[config.mk]
export PLATFORM = sky130hd
export DESIGN_NAME = ttb_front
export DESIGN_NICKNAME = d
export VERILOG_FILES = /design/src/rtl/core/ttb_pkg.sv /design/src/rtl/core/ttb_front.sv
export SDC_FILE = /design/constraint.sdc
export NUM_CORES = 1
export LEC_CHECK = 0
export ABC_AREA = 0
export BUFFER_PORTS_ARGS = -buffer_cell sky130_fd_sc_hd__buf_2
export CORE_MARGIN = 1
export CORE_UTILIZATION = 50
export DETAILED_ROUTE_END_ITERATION = 16
export PLACE_DENSITY = 0.73
export SYNTH_ARGS = -nofsm -noshare
export SYNTH_HDL_FRONTEND = slang
export SYNTH_SLANG_ARGS = --single-unit
export TNS_END_PERCENT = 50
[constraint.sdc]
create_clock -name clk -period 3.5 [get_ports clk]
set_input_delay 0 -clock clk [delete_from_list [all_inputs] [get_ports clk]]
set_output_delay 0 -clock clk [all_outputs]
set_load 0.01 [all_outputs]
[src/rtl/core/ttb_pkg.sv]
// Shared types, widths and corner codes of the tangent-space block.
package ttb_pkg;

  localparam int PosW   = 32;
  localparam int UvW    = 24;
  localparam int OutW   = 16;
  localparam int DposW  = 33;
  localparam int DuvW   = 25;
  localparam int ProdW  = 58;
  localparam int MagW   = 57;
  localparam int QDepth = 2;

  localparam logic [1:0] CORNER_0 = 2'd0;
  localparam logic [1:0] CORNER_1 = 2'd1;
  localparam logic [1:0] CORNER_2 = 2'd2;

  // One complete triangle: deltas, handed from the front to the back.
  typedef struct packed {
    logic signed [DposW-1:0] d0x;
    logic signed [DposW-1:0] d0y;
    logic signed [DposW-1:0] d0z;
    logic signed [DposW-1:0] d1x;
    logic signed [DposW-1:0] d1y;
    logic signed [DposW-1:0] d1z;
    logic signed [DuvW-1:0]  tuu;
    logic signed [DuvW-1:0]  tuv;
    logic signed [DuvW-1:0]  tvu;
    logic signed [DuvW-1:0]  tvv;
  } tri_t;

  typedef struct packed {
    logic signed [OutW-1:0] tx;
    logic signed [OutW-1:0] ty;
    logic signed [OutW-1:0] tz;
    logic signed [OutW-1:0] bx;
    logic signed [OutW-1:0] by;
    logic signed [OutW-1:0] bz;
    logic                   zero;
  } res_t;

endpackage

[src/rtl/core/ttb_front.sv]
// Front end: holds corners 0 and 1 and forms the deltas on corner 2.
module ttb_front (
  input  logic                          clk,
  input  logic                          rst_n,
  input  logic                          in_valid,
  output logic                          in_ready,
  input  logic [1:0]                    in_corner,
  input  logic signed [ttb_pkg::PosW-1:0] in_pos_x,
  input  logic signed [ttb_pkg::PosW-1:0] in_pos_y,
  input  logic signed [ttb_pkg::PosW-1:0] in_pos_z,
  input  logic signed [ttb_pkg::UvW-1:0]  in_tex_u,
  input  logic signed [ttb_pkg::UvW-1:0]  in_tex_v,
  output logic                          q_valid,
  input  logic                          q_ready,
  output ttb_pkg::tri_t                 q_data
);

  logic signed [ttb_pkg::PosW-1:0] p0x_r, p0y_r, p0z_r, p1x_r, p1y_r, p1z_r;
  logic signed [ttb_pkg::UvW-1:0]  u0_r, v0_r, u1_r, v1_r;
  logic                            take;

  // Only a completing corner needs room in the queue.
  assign in_ready = (in_corner != ttb_pkg::CORNER_2) || q_ready;
  assign take     = in_valid && in_ready;
  assign q_valid  = in_valid && (in_corner == ttb_pkg::CORNER_2);

  always_ff @(posedge clk) begin
    if (!rst_n) begin
      p0x_r <= '0; p0y_r <= '0; p0z_r <= '0;
      p1x_r <= '0; p1y_r <= '0; p1z_r <= '0;
      u0_r  <= '0; v0_r  <= '0; u1_r  <= '0; v1_r <= '0;
    end else if (take && in_corner == ttb_pkg::CORNER_0) begin
      p0x_r <= in_pos_x; p0y_r <= in_pos_y; p0z_r <= in_pos_z;
      u0_r  <= in_tex_u; v0_r  <= in_tex_v;
    end else if (take && in_corner == ttb_pkg::CORNER_1) begin
      p1x_r <= in_pos_x; p1y_r <= in_pos_y; p1z_r <= in_pos_z;
      u1_r  <= in_tex_u; v1_r  <= in_tex_v;
    end
  end

  always_comb begin
    q_data.d0x = ttb_pkg::DposW'(p1x_r) - ttb_pkg::DposW'(p0x_r);
    q_data.d0y = ttb_pkg::DposW'(p1y_r) - ttb_pkg::DposW'(p0y_r);
    q_data.d0z = ttb_pkg::DposW'(p1z_r) - ttb_pkg::DposW'(p0z_r);
    q_data.d1x = ttb_pkg::DposW'(in_pos_x) - ttb_pkg::DposW'(p0x_r);
    q_data.d1y = ttb_pkg::DposW'(in_pos_y) - ttb_pkg::DposW'(p0y_r);
    q_data.d1z = ttb_pkg::DposW'(in_pos_z) - ttb_pkg::DposW'(p0z_r);
    q_data.tuu = ttb_pkg::DuvW'(u1_r) - ttb_pkg::DuvW'(u0_r);
    q_data.tuv = ttb_pkg::DuvW'(v1_r) - ttb_pkg::DuvW'(v0_r);
    q_data.tvu = ttb_pkg::DuvW'(in_tex_u) - ttb_pkg::DuvW'(u0_r);
    q_data.tvv = ttb_pkg::DuvW'(in_tex_v) - ttb_pkg::DuvW'(v0_r);
  end

endmodule

==> results by group <==
Logic synthesis
  • Post-synth ARST share: 0%
  • Compound-Gate Fraction of Synth Area: 28.5%
  • Post-Synth Simple-Gate Area: 19.2%
  • Synth warn: 0
  • Syn_nets: 3752
  • Synth Area in Adders: 15.3%
  • #FFs+latches synth: 288
  • Syn Inst Count: 3304
  • Unique cell type count in the Yosys netlist: 84
  • Post-synth EDFFs: 0
  • Syn avg cell area: 7.51 um2
  • Top_reg_cell synth: dfxtp_1
  • XOR/XNOR Fraction of Synth Area: 8.26%
  • Cell area after synthesis: 24800 um2
  • Mux cell area share after synthesis: 0.131%
  • Register area share after synthesis: 23.2%
  • Largest family of logic cells by synthesized area: compound AO/OA/AOI/OAI gates

Route
  • DR pass1 iterations: 5
  • DR vias/cell: 5.55
  • Residual DRC: 0
  • Antenna Nets Post-Route: 0
  • Drt total wl: 77200 um
  • Routed len/inst: 16.9 um
  • Starting DRT DRC Count: 1450
  • Routed via count: 25300

Setup path
  • Slowest stage delay, CP: 0.46 ns
  • Worst path required time: 3.50 ns
  • Worst path slowest cell: o41a_1
  • WP data arrival: 3.58 ns
  • CP Capture Type: output pin
  • Setup crit start kind: flop
  • CP Class: reg -> out
  • Cells along the critical path: inv_1, ha_1, o21a_1, o311ai_4, a21o_2, a31oi_4, a221oi_4, o22ai_1, o41a_1, buf_4, a31oi_2, xnor2_1, buf_2
  • CP max FO: 3

Pwr
  • Tot Pwr: 12.8 mW
  • Sw power: 4.71 mW
  • Reg power frac: 27.0%
  • Leak Pwr: 13.4 nW
  • VDD IR max: 0.290 mV
  • Cell Int Power: 8.07 mW
  • Logic pwr share: 44.1%
  • Sw Ratio: 36.9%
  • PwrDens: 405 nW/um2
  • Clock Power Share: 29.0%

Outcome
  • Status: complete, but fails checks
  • Failing checks: setup timing

Timing
  • Final min period: 3.58 ns
  • Slew Limit Fails: 0
  • Slew headroom: 46.0%
  • Final worst-path setup slack: -0.0832 ns
  • Setup_tns: -0.271 ns
  • RSZ-0062 raised after global routing: true
  • Fmax: 279 MHz
  • Slew @ Worst Pin: 0.810 ns
  • Final setup violation count: 5
  • Clock Skew: 0 ns
  • Hold WS: 0.108 ns
  • Final cycle utilization of the critical path: 102%
  • Hold Vio Cnt, Final: 0

CTS
  • Clk buf depth: 3
  • TritonCTS clock tree: yes
  • Clock sinks: 288
  • Htree depth: 2
  • Clock root buffer: clkbuf_16
  • Clock Latency Late Sink: 0.53 ns
  • Clock buffer count from CTS: 36
  • Worst-path clk slew: 0.06 ns

Die
  • Die height: 225 um
  • Die area: 50500 um2
  • CORE AREA: 49000 um2
  • Starting Density: 50.7%
  • Site row count: 81
  • Die X: 225 um
  • I/O pin count: 450

Finish
  • Area Overhead vs Synth: 27.2%
  • Final nets: 4320
  • Cell area after layout: 31500 um2
  • Non-Filler Instances: 4567
  • Final Util: 64.4%
  • Fraction of layout instances using a drive strength above 1: 18.8%

Global route
  • Vias in the first global route: 23800
  • Initial antenna violation count: 6
  • Total track usage: 29.0%
  • Largest net degree at the start of global routing: 145
  • Gr ovfl total: 0
  • First-pass GRT wire length: 120000 um

Placement
  • DP Area: 27600 um2
  • DP Wirelength: 54400 um
  • Placed cell count: 4308
  • RD Place Congestion: 0.954
  • Buffers on Ports: 449
  • Placement Setup Slack: 0.188 ns

Job
  • Maxcap violations: 0

Hold path
  • Hold Crit Class: in -> reg
[layout by cell type (no fill, tap or decap), types with 7 or more instances in the layout]
master	instances
a211oi_1	16
a21boi_0	292
a21boi_1	9
a21o_1	113
a21oi_1	215
a21oi_2	16
a31o_2	8
a31oi_1	8
and2_1	10
and3_1	28
buf_2	447
buf_4	52
clkbuf_16	37
clkinv_2	7
dfxtp_1	276
dfxtp_2	7
diode_2	8
dlygate4sd3_1	145
fa_1	7
ha_1	265
ha_4	17
inv_1	224
nand2_1	677
nand2b_1	36
nand3_1	57
nand4_1	29
nor2_1	150
nor2b_1	43
nor3_1	22
o211ai_1	19
o21a_1	49
o21ai_0	83
o21ai_1	31
o21ai_2	8
o21bai_1	21
o31a_1	12
o31ai_2	7
xnor2_1	157
xor2_1	74
[what timing repair did]
item,4_1_cts,5_1_grt
pin swaps,27,72
cloned,0,0
endpoints found under the hold margin,288,0
gates resized for setup,67,119
setup endpoints to repair,49,67
buffers inserted,20,25
hold buffers,145,0
[kinds of logic (layout without fill, tap and decap cells)]
family	count (synthesis)	count (layout)
and+or+nand+nor	1099	1099
adders and majority gates	298	298
buffers and inverters	353	944
other	0	8
DFF	288	288
muxes	3	3
xor gates and xnor gates	234	234
AOI/OAI and AO/OA	1029	1029
[layout make-up]
cell class	count	area, um2
repair buffers	653	4230
fillers	4240	17400
well taps	664	831
inverters	230	866
clock buffers	49	1030
multi-input cells	2663	18600
diodes	8	20.0
clock inverters	12	120
flip-flops and latches	288	5790
[state kept, by name (all words and copies together) (netlist names)]
name and cells:
p0x_r 32, p0y_r 32, p0z_r 32, p1x_r 32, p1y_r 32, p1z_r 32
u0_r 24, u1_r 24, v0_r 24, v1_r 24
[metal layers]
| layer | up-vias | global-route usage [%] | part of all wire, % |
|---|---|---|---|
| li1 | 12700 | - | - |
| met2 | 779 | 49.7 | 47 |
| met1 | 11800 | 36.4 | 43 |
| met5 | - | 0 | 0.017 |
| met3 | 138 | 5.11 | 6.4 |
| met4 | 2 | 9.94 | 2.9 |
[worst paths after layout]
path              slack (ns)           to    startpoint  depth (start not counted)
setup / recovery       -0.08  q_data[262]      p0y_r[3]                         13
hold / removal          0.11     u0_r[18]  in_corner[1]                          5
setup reg to reg        2.73     p0x_r[1]      p0x_r[1]                          3
hold reg to reg         0.46    p0x_r[20]     p0x_r[20]                          2
[synth_stat cells (all sizes together) (7+ instances only)]
library cell,n,area [um2]
a2111oi,12,125
a211oi,20,160
a21boi,301,2260
a21o,114,857
a21oi,232,1160
a31o,13,114
a31oi,17,113
a41oi,7,61.3
and2,11,68.8
and3,28,175
buf,14,52.6
clkbuf,109,410
dfxtp,288,5770
fa,10,200
ha,288,3600
inv,230,863
nand2,677,2540
nand2b,36,225
nand3,57,285
nand4,29,181
nor2,151,567
nor2b,50,320
nor3,24,120
o211ai,19,143
o21a,50,375
o21ai,123,616
o21bai,22,165
o22ai,7,43.8
o31a,12,105
o31ai,16,120
xnor2,159,1390
xor2,75,657
[power groups by stage]
| stage | Clock, mW | Combinational (mW) | Sequential [mW] |
|---|---|---|---|
| global route | 3.92 | 6.07 | 3.46 |
| floorplan | 0 | 3.20 | 3.50 |
| finish | 3.70 | 5.63 | 3.45 |
| detailed placement | 0 | 4.95 | 3.52 |
| global placement | 0 | 4.94 | 3.51 |
| CTS | 3.78 | 5.28 | 3.45 |
[critical path, delay by kind of cell, from the launching register on]
family                     cells  cell delay, ns
AOI/OAI and AO/OA              8            1.82
buffers and inverters          3            0.39
adders and majority gates      1            0.35
DFF                            1            0.33
xor gates and xnor gates       1            0.14
Note: power is estimated with default switching activity, not from simulation.
