## config.mk

```make
export PLATFORM = sky130hd
export DESIGN_NAME = ttb_fifo
export DESIGN_NICKNAME = d
export VERILOG_FILES = /design/src/rtl/core/ttb_pkg.sv /design/src/rtl/core/ttb_fifo.sv
export SDC_FILE = /design/constraint.sdc
export NUM_CORES = 1
export LEC_CHECK = 0
export ABC_CLOCK_PERIOD_IN_PS = 23900
export BUFFER_PORTS_ARGS = -buffer_cell sky130_fd_sc_hd__buf_2
export CELL_PAD_IN_SITES_DETAIL_PLACEMENT = 1
export CELL_PAD_IN_SITES_GLOBAL_PLACEMENT = 2
export CORE_ASPECT_RATIO = 1.1
export CORE_MARGIN = 2
export CORE_UTILIZATION = 39
export DETAILED_ROUTE_END_ITERATION = 7
export GPL_TIMING_DRIVEN = 0
export PLACE_DENSITY = 0.87
export SYNTH_ARGS = -nofsm -noshare
export SYNTH_HDL_FRONTEND = slang
export SYNTH_SLANG_ARGS = --single-unit
```

## constraint.sdc

```tcl
create_clock -name clk -period 23.9 [get_ports clk]
set_input_delay 4.78 -clock clk [delete_from_list [all_inputs] [get_ports clk]]
set_output_delay 4.78 -clock clk [all_outputs]
set_load 0.02 [all_outputs]
```

## src/rtl/core/ttb_pkg.sv

```systemverilog
// Shared types, widths and corner codes of the tangent-space block.
package ttb_pkg;

  localparam int PosW   = 32;
  localparam int UvW    = 24;
  localparam int OutW   = 16;
  localparam int DposW  = 33;
  localparam int DuvW   = 25;
  localparam int ProdW  = 58;
  localparam int MagW   = 57;
  localparam int QDepth = 2;

  localparam logic [1:0] CORNER_0 = 2'd0;
  localparam logic [1:0] CORNER_1 = 2'd1;
  localparam logic [1:0] CORNER_2 = 2'd2;

  // One complete triangle: deltas, handed from the front to the back.
  typedef struct packed {
    logic signed [DposW-1:0] d0x;
    logic signed [DposW-1:0] d0y;
    logic signed [DposW-1:0] d0z;
    logic signed [DposW-1:0] d1x;
    logic signed [DposW-1:0] d1y;
    logic signed [DposW-1:0] d1z;
    logic signed [DuvW-1:0]  tuu;
    logic signed [DuvW-1:0]  tuv;
    logic signed [DuvW-1:0]  tvu;
    logic signed [DuvW-1:0]  tvv;
  } tri_t;

  typedef struct packed {
    logic signed [OutW-1:0] tx;
    logic signed [OutW-1:0] ty;
    logic signed [OutW-1:0] tz;
    logic signed [OutW-1:0] bx;
    logic signed [OutW-1:0] by;
    logic signed [OutW-1:0] bz;
    logic                   zero;
  } res_t;

endpackage

```

## src/rtl/core/ttb_fifo.sv

```systemverilog
// Two-entry queue of triangles between the front and the back.
module ttb_fifo (
  input  logic          clk,
  input  logic          rst_n,
  input  logic          wr_valid,
  output logic          wr_ready,
  input  ttb_pkg::tri_t wr_data,
  output logic          rd_valid,
  input  logic          rd_ready,
  output ttb_pkg::tri_t rd_data
);

  ttb_pkg::tri_t mem_r [ttb_pkg::QDepth];
  logic          wp_r, rp_r, wp_nxt, rp_nxt;
  logic [1:0]    cnt_r, cnt_nxt;
  logic          wr, rd;

  assign wr_ready = (cnt_r != 2'd2);
  assign rd_valid = (cnt_r != 2'd0);
  assign rd_data  = mem_r[rp_r];
  assign wr       = wr_valid && wr_ready;
  assign rd       = rd_valid && rd_ready;

  always_comb begin
    wp_nxt  = wr ? ~wp_r : wp_r;
    rp_nxt  = rd ? ~rp_r : rp_r;
    cnt_nxt = cnt_r + {1'b0, wr} - {1'b0, rd};
  end

  always_ff @(posedge clk) begin
    if (!rst_n) begin
      wp_r <= 1'b0; rp_r <= 1'b0; cnt_r <= 2'd0;
    end else begin
      wp_r <= wp_nxt; rp_r <= rp_nxt; cnt_r <= cnt_nxt;
    end
  end

  always_ff @(posedge clk) begin
    if (wr) begin
      mem_r[wp_r] <= wr_data;
    end
  end

endmodule

```

==> results.md, run 1 <==
- Die area: 59800 um2
- CTS tree: yes
- TritonRoute pass-1 iters: 4
- Status: finished clean
- Ports: 602
- Drt wl/cell: 22.6 um
- Final instance area: 28800 um2
- Syn_nets: 1255
- Die height: 256 um
- Post-synthesis sequential area ratio: 0.797
- Initial antenna violation count: 28
- Setup violations, final: 0
- Top cell type by total area after synthesis: edfxtp_1
- Fill count: 5410
- CTS Hold Bufs: 0
- Total Power: 3.18 mW
- Synth top area share: 0.793
- Slew at the pin closest to its max-slew limit: 0.932 ns
- Mapped Area: 22600 um2
- Syn-to-layout area delta: 27.5%
- Gate power share: 0.294
- Crit path capture type: output pin
- Cell-internal power: 2.23 mW
- R2R setup slack: 21.08 ns
- Synth top cells by count: 596 x edfxtp_1, 201 x mux2_4, 97 x mux2_2
- Via density: 4.74
- Yosys warnings: 0
- Min cycle time layout: 6.89 ns
- Hold Path End: wp_r$_SDFFE_PN0N_
- Count leader, synth: edfxtp_1
- Cts repair resizes: 0
- Largest net degree at the start of global routing: 64
- Core area: 57200 um2
- Post-synthesis async set-or-reset flop share: 0
- Reg2reg start: cnt_r[0]$_SDFF_PN0_
- Power Density: 111 nW/um2
- Pre-CTS WS: 16.68 ns
- Crit path max fanout: 10
- Fmax: 145 MHz
- Grt total ovfl: 0
- Worst skew pair latency: 0.60 ns
- Multi-input logic area: 4250 um2
- Synth Register Bits: 601
- TritonCTS buffer count: 60
- RSZ-0062 raised after global routing: false
- Share of layout cells above drive strength 1: 0.614
- Worst EP arrival: 2.11 ns
- Synth Instances: 951
- GRT Overall Usage: 0.180
- Setup TNS: 0 ns
- Clock-pin transition on the worst setup and hold timing paths: 0.06 ns
- Maximum vdd ir drop: 0.100 mV
- Final Hold Fails: 0
- Area taken by flip-flops and latches: 18000 um2
- Worst Reg-to-Reg Cells: 7
- Hold WC Path Type: flop to flop
- Final Slew Violations: 0
- Slew margin rel.: 0.377
- Fin crit share: 0.288
- Net Switching: 0.956 mW
- DRT Wirelength: 55400 um
- Drc violations: 0
- CTS H-tree lvls: 2
- Die width: 233 um
- First-pass GRT wire length: 80200 um
- Crit Reg-Reg Endpoint: mem_r[0][261]$_DFFE_PP_
- I/O Buffers: 601
- CTS Buffer Depth: 3
- Syn avg cell area: 23.7 um2
- # rows: 92
- Post-synth EDFFs: 596
- Hold slack: 0.537 ns
- Vias after detailed routing: 11600
- Switching Fraction: 0.300
- Lkg Pwr: 11.1 nW
- Clk sink count: 601
- CTS root buffer: clkbuf_16
- Dpl hpwl: 40000 um
- Required time of the critical path: 19.12 ns
- Startpoint Class: flop
- Worst Skew: 0.00967 ns
- Starting Density: 0.394
- Hold path cells: 2
- GPL Wtd Cong: 0.748
- Clk pwr share: 0.280
- Starting DRT DRC Count: 610
- # nets final: 1933
- Distinct cells, synth: 18
- Setup Fix Bufs, Post-CTS: 0
- Hold path startpoint: wp_r$_SDFFE_PN0N_
- Sequential Power Share: 0.427
- Top post-synthesis cells by area: edfxtp_1 79%, mux2_4 13%, mux2_2 4.8%, buf_6 1.3%, dfxtp_1 0.44%
- Maxcap violations: 0
- Setup Crit Path Kind: flop to output pin
- Final worst slack: 17.01 ns
- Detail Route Antenna Nets: 0
- Synth Flop Type: edfxtp_1
- Dpl cell area: 26900 um2
- Vias in the first global route: 12800
==> state kept, by name (all words and copies together) (netlist names), named ones only <==
register / cells
rp_r: 1
mem_r: 596
wp_r: 1
cnt_r: 2
==> how the worst max path moves through the flow <==
stage | startpoint | end | slack (ns) | cells after the start
3_3_place_gp | wr_valid | mem_r[0][112]$_DFFE_PP_ | -1.24 | 3
6_report | flop | rd_data[274] | 17.01 | 5
3_5_place_dp | wr_valid | mem_r[0][112]$_DFFE_PP_ | 16.68 | 7
5_1_grt | flop | rd_data[274] | 16.88 | 5
2_1_floorplan | wr_valid | mem_r[0][0]$_DFFE_PP_ | 5.72 | 2
4_1_cts | flop | rd_data[274] | 16.91 | 5
==> area by class of cell <==
cell class	instances	share of cell area
antenna	22	0.00191
buffer	33	0.0114
clock buffer	76	0.0550
clock inverter	32	0.00887
inverter	1	0.000130
multi-input combinational	316	0.148
sequential	601	0.626
tap	752	0.0327
timing repair buffer	616	0.117
==> layout by cell type (no fill, tap or decap), types with 3 or more instances in the layout <==
master,instances
buf_12,9
buf_16,6
buf_2,608
buf_6,26
bufinv_16,4
clkbuf_1,15
clkbuf_16,61
clkinv_1,15
clkinv_2,10
dfxtp_1,5
diode_2,22
edfxtp_1,596
mux2_2,97
mux2_4,201
xnor2_1,3
==> kinds of logic (layout without fill, tap and decap cells) <==
group / Yosys count / count (layout) / synth area share
flip-flops: 601 / 601 / 0.797
multiplexers: 299 / 299 / 0.183
buffers and inverters: 34 / 758 / 0.0147
AND/OR/NAND/NOR: 11 / 11 / 0.00272
XOR/XNOR: 3 / 3 / 0.00116
adder cells (fa/ha/maj): 2 / 2 / 0.00111
AO/OA/AOI/OAI: 1 / 1 / 0.000333
other: 0 / 22 / 0
==> metal layers <==
metal	up-vias	global-route usage	part of all wire
li1	5185	-	-
met1	5832	0.182	0.33
met2	453	0.325	0.53
met3	129	0.0702	0.098
met4	14	0.0796	0.037
met5	-	0	0.0014
==> power groups by stage <==
| stage | Clock [mW] | Combinational [mW] | Sequential (mW) |
|---|---|---|---|
| 6_report | 0.889 | 0.935 | 1.36 |
| 5_1_grt | 0.950 | 0.986 | 1.37 |
| 4_1_cts | 0.911 | 0.951 | 1.36 |
| 3_5_place_dp | 0 | 0.945 | 1.38 |
| 3_3_place_gp | 0 | 0.898 | 1.48 |
| 2_1_floorplan | 0 | 0.621 | 1.44 |
==> metrics by stage <==
| step | instances | utilization |
|---|---|---|
| floorplan | 951 | - |
| global placement | 2304 | 0.464 |
| detailed placement | 2319 | 0.470 |
| CTS | 2427 | 0.502 |
| global route | 2444 | 0.503 |
| finish | 2449 | 0.503 |
==> critical path, cell delays in order, from the launching register on <==
cell and delay [ns]:
dfxtp_1 0.32, buf_6 0.16, buf_6 0.25, buf_6 0.25
mux2_4 0.33, buf_2 0.18
No activity file was read; power rests on OpenSTA's default activity.
==> inputs of run 2 (changes only) <==
--- a/config.mk
+++ b/config.mk
@@ -5,16 +5,16 @@
 export SDC_FILE = /design/constraint.sdc
 export NUM_CORES = 1
 export LEC_CHECK = 0
-export ABC_CLOCK_PERIOD_IN_PS = 23900
+export ABC_CLOCK_PERIOD_IN_PS = 6300
 export BUFFER_PORTS_ARGS = -buffer_cell sky130_fd_sc_hd__buf_2
 export CELL_PAD_IN_SITES_DETAIL_PLACEMENT = 1
 export CELL_PAD_IN_SITES_GLOBAL_PLACEMENT = 2
 export CORE_ASPECT_RATIO = 1.1
 export CORE_MARGIN = 2
-export CORE_UTILIZATION = 39
+export CORE_UTILIZATION = 35
 export DETAILED_ROUTE_END_ITERATION = 7
 export GPL_TIMING_DRIVEN = 0
-export PLACE_DENSITY = 0.87
+export PLACE_DENSITY = 0.82
 export SYNTH_ARGS = -nofsm -noshare
 export SYNTH_HDL_FRONTEND = slang
 export SYNTH_SLANG_ARGS = --single-unit
==> constraint.sdc (replaced) <==
create_clock -name clk -period 6.3 [get_ports clk]
set_input_delay 1.26 -clock clk [delete_from_list [all_inputs] [get_ports clk]]
set_output_delay 1.26 -clock clk [all_outputs]
set_load 0.02 [all_outputs]
==> results.md, run 2 (same netlist as run 1, synthesis figures left out) <==
- TritonRoute pass-1 iters: 4 (unchanged)
- Drt wl/cell: 21.9 um (was 22.6 um)
- Maximum vdd ir drop: 0.243 mV (was 0.100 mV)
- # rows: 97 (was 92)
- Largest net degree at the start of global routing: 65 (was 64)
- Cts repair resizes: 0 (unchanged)
- Worst Reg-to-Reg Cells: 5 (was 7)
- Drc violations: 0 (unchanged)
- Crit path max fanout: 10 (unchanged)
- Maxcap violations: 0 (unchanged)
- Setup Fix Bufs, Post-CTS: 0 (unchanged)
- TritonCTS buffer count: 61 (was 60)
- Largest register FFs: 596 (unchanged)
- Regs by FF count: mem_r: 596 flops, cnt_r: 2 flops (unchanged)
- Hold path cells: 2 (unchanged)
- RSZ-0062 raised after global routing: false (unchanged)
- I/O Buffers: 601 (unchanged)
- Clock-pin transition on the worst setup and hold timing paths: 0.06 ns (about the same)
- Reg2reg start: cnt_r[0]$_SDFF_PN0_ (unchanged)
- CTS Buffer Depth: 3 (unchanged)
- Hold path startpoint: wp_r$_SDFFE_PN0N_ (unchanged)
- Fmax: 292 MHz
- Fill count: 6210 (was 5410)
- Die height: 270 um (was 256 um)
- DRT Wirelength: 55200 um (was 55400 um)
- Dpl hpwl: 40700 um (was 40000 um)
- Clk sink count: 601 (unchanged)
- Share of layout cells above drive strength 1: 0.617 (was 0.614)
- Total Power: 12.1 mW (was 3.18 mW)
- Min cycle time layout: 3.42 ns
- CTS Hold Bufs: 0 (unchanged)
- Required time of the critical path: 5.04 ns (was 19.12 ns)
- Starting DRT DRC Count: 513 (was 610)
- Via density: 4.55 (was 4.74)
- Slew margin rel.: 0.408 (was 0.377)
- Final worst slack: 2.88 ns (was 17.01 ns)
- Crit Reg-Reg Endpoint: mem_r[1][263]$_DFFE_PP_ (was mem_r[0][261]$_DFFE_PP_)
- GRT Overall Usage: 0.162 (was 0.180)
- Final Hold Fails: 0 (unchanged)
- CTS root buffer: clkbuf_16 (unchanged)
- Setup violations, final: 0 (unchanged)
- Syn-to-layout area delta: 27.9% (was 27.5%)
- # nets final: 1935 (was 1933)
- Starting Density: 0.354 (was 0.394)
- R2R setup slack: 3.59 ns (was 21.08 ns)
- Crit path capture type: output pin (unchanged)
- Commonest non-fill, non-tap cells in the layout: 608 x buf_2, 596 x edfxtp_1, 201 x mux2_4 (unchanged)
- Power Density: 418 nW/um2 (was 111 nW/um2)
- Die area: 66500 um2 (was 59800 um2)
- Worst EP arrival: 2.16 ns (was 2.11 ns)
- Grt total ovfl: 0 (unchanged)
- Hold Path End: wp_r$_SDFFE_PN0N_ (unchanged)
- Lkg Pwr: 11.1 nW (about the same)
- Slew at the pin closest to its max-slew limit: 0.888 ns (was 0.932 ns)
- Non-filler cells, final: 2526 (was 2449)
- Ports: 602 (unchanged)
- First-pass GRT wire length: 80300 um (was 80200 um)
- Final Slew Violations: 0 (unchanged)
- Largest register by flop count: mem_r (unchanged)
- Vias after detailed routing: 11500 (was 11600)
- Hold WC Path Type: flop to flop (unchanged)
- Hold slack: 0.542 ns (was 0.537 ns)
- Pre-CTS WS: 2.75 ns (was 16.68 ns)
- Fin crit share: 0.544
- Core area: 63700 um2 (was 57200 um2)
- Commonest non-fill, non-tap cell in the layout: buf_2 (unchanged)
- Cells after DPL: 2409 (was 2319)
- GPL Wtd Cong: 0.762 (was 0.748)
- CTS tree: yes (unchanged)
- Worst skew pair latency: 0.60 ns (about the same)
- Worst Skew: 0.0152 ns (was 0.00967 ns)
- Initial antenna violation count: 18 (was 28)
- Vias in the first global route: 12900 (was 12800)
- Setup Crit Path Kind: flop to output pin (unchanged)
- Detail Route Antenna Nets: 0 (unchanged)
- CTS H-tree lvls: 2 (unchanged)
- Status: finished clean (unchanged)
- Startpoint Class: flop (unchanged)
- Die width: 246 um (was 233 um)
-- run 2: worst max path at each step --
stage	startpoint	to	slack (ns)	cells past startpoint
floorplan	wr_valid	mem_r[0][0]$_DFFE_PP_	0.05	2
global placement	wr_valid	mem_r[0][263]$_DFFE_PP_	-2.54	3
detailed placement	wr_valid	mem_r[1][260]$_DFFE_PP_	2.75	5
CTS	flop	rd_data[144]	2.76	5
global route	flop	rd_data[140]	2.73	5
finish	flop	rd_data[144]	2.88	5
-- run 2: per-stage QoR --
| stage | TNS [ns] | utilization | cell area [um2] |
|---|---|---|---|
| 3_5_place_dp | 0 | 0.424 | 27000 |
| 4_1_cts | 0 | 0.452 | 28800 |
| 3_3_place_gp | -1059.99 | 0.418 | 26600 |
| 2_1_floorplan | 0 | - | 22600 |
| 5_1_grt | 0 | 0.453 | 28900 |
| 6_report | 0 | 0.453 | 28900 |
-- run 2: power by group --
| group | internal, mW | leakage [nW] | total, mW | switching (mW) |
|---|---|---|---|---|
| combinational | 1.50 | 4.57 | 3.55 | 2.05 |
| sequential | 5.02 | 5.61 | 5.14 | 0.127 |
| clock | 1.92 | 0.903 | 3.37 | 1.44 |
| total | 8.44 | 11.1 | 12.1 | 3.62 |
-- run 2: layout make-up --
cell class,instances,area [um2],area share
sequential,601,18000,0.624
multi-input combinational,316,4250,0.147
timing repair buffer,617,3370,0.117
clock buffer,73,1570,0.0545
tap,841,1050,0.0365
buffer,33,328,0.0114
clock inverter,32,258,0.00893
antenna,12,30.0,0.00104
inverter,1,3.75,0.000130
-- run 2: worst max-delay path, cell delays in order, from the launching register on --
cell and delay, ns:
dfxtp_1 0.32, buf_6 0.19, buf_6 0.27, buf_6 0.24, mux2_4 0.32, buf_2 0.19
-- run 2: per-layer routing --
metal  GRT usage  vias to the layer above  wire, um
li1            -                     5184         -
met1       0.168                     5742     19200
met2       0.293                      443     29100
met3      0.0604                      122      4910
met4      0.0612                       14      1940
met5           0                        -        93
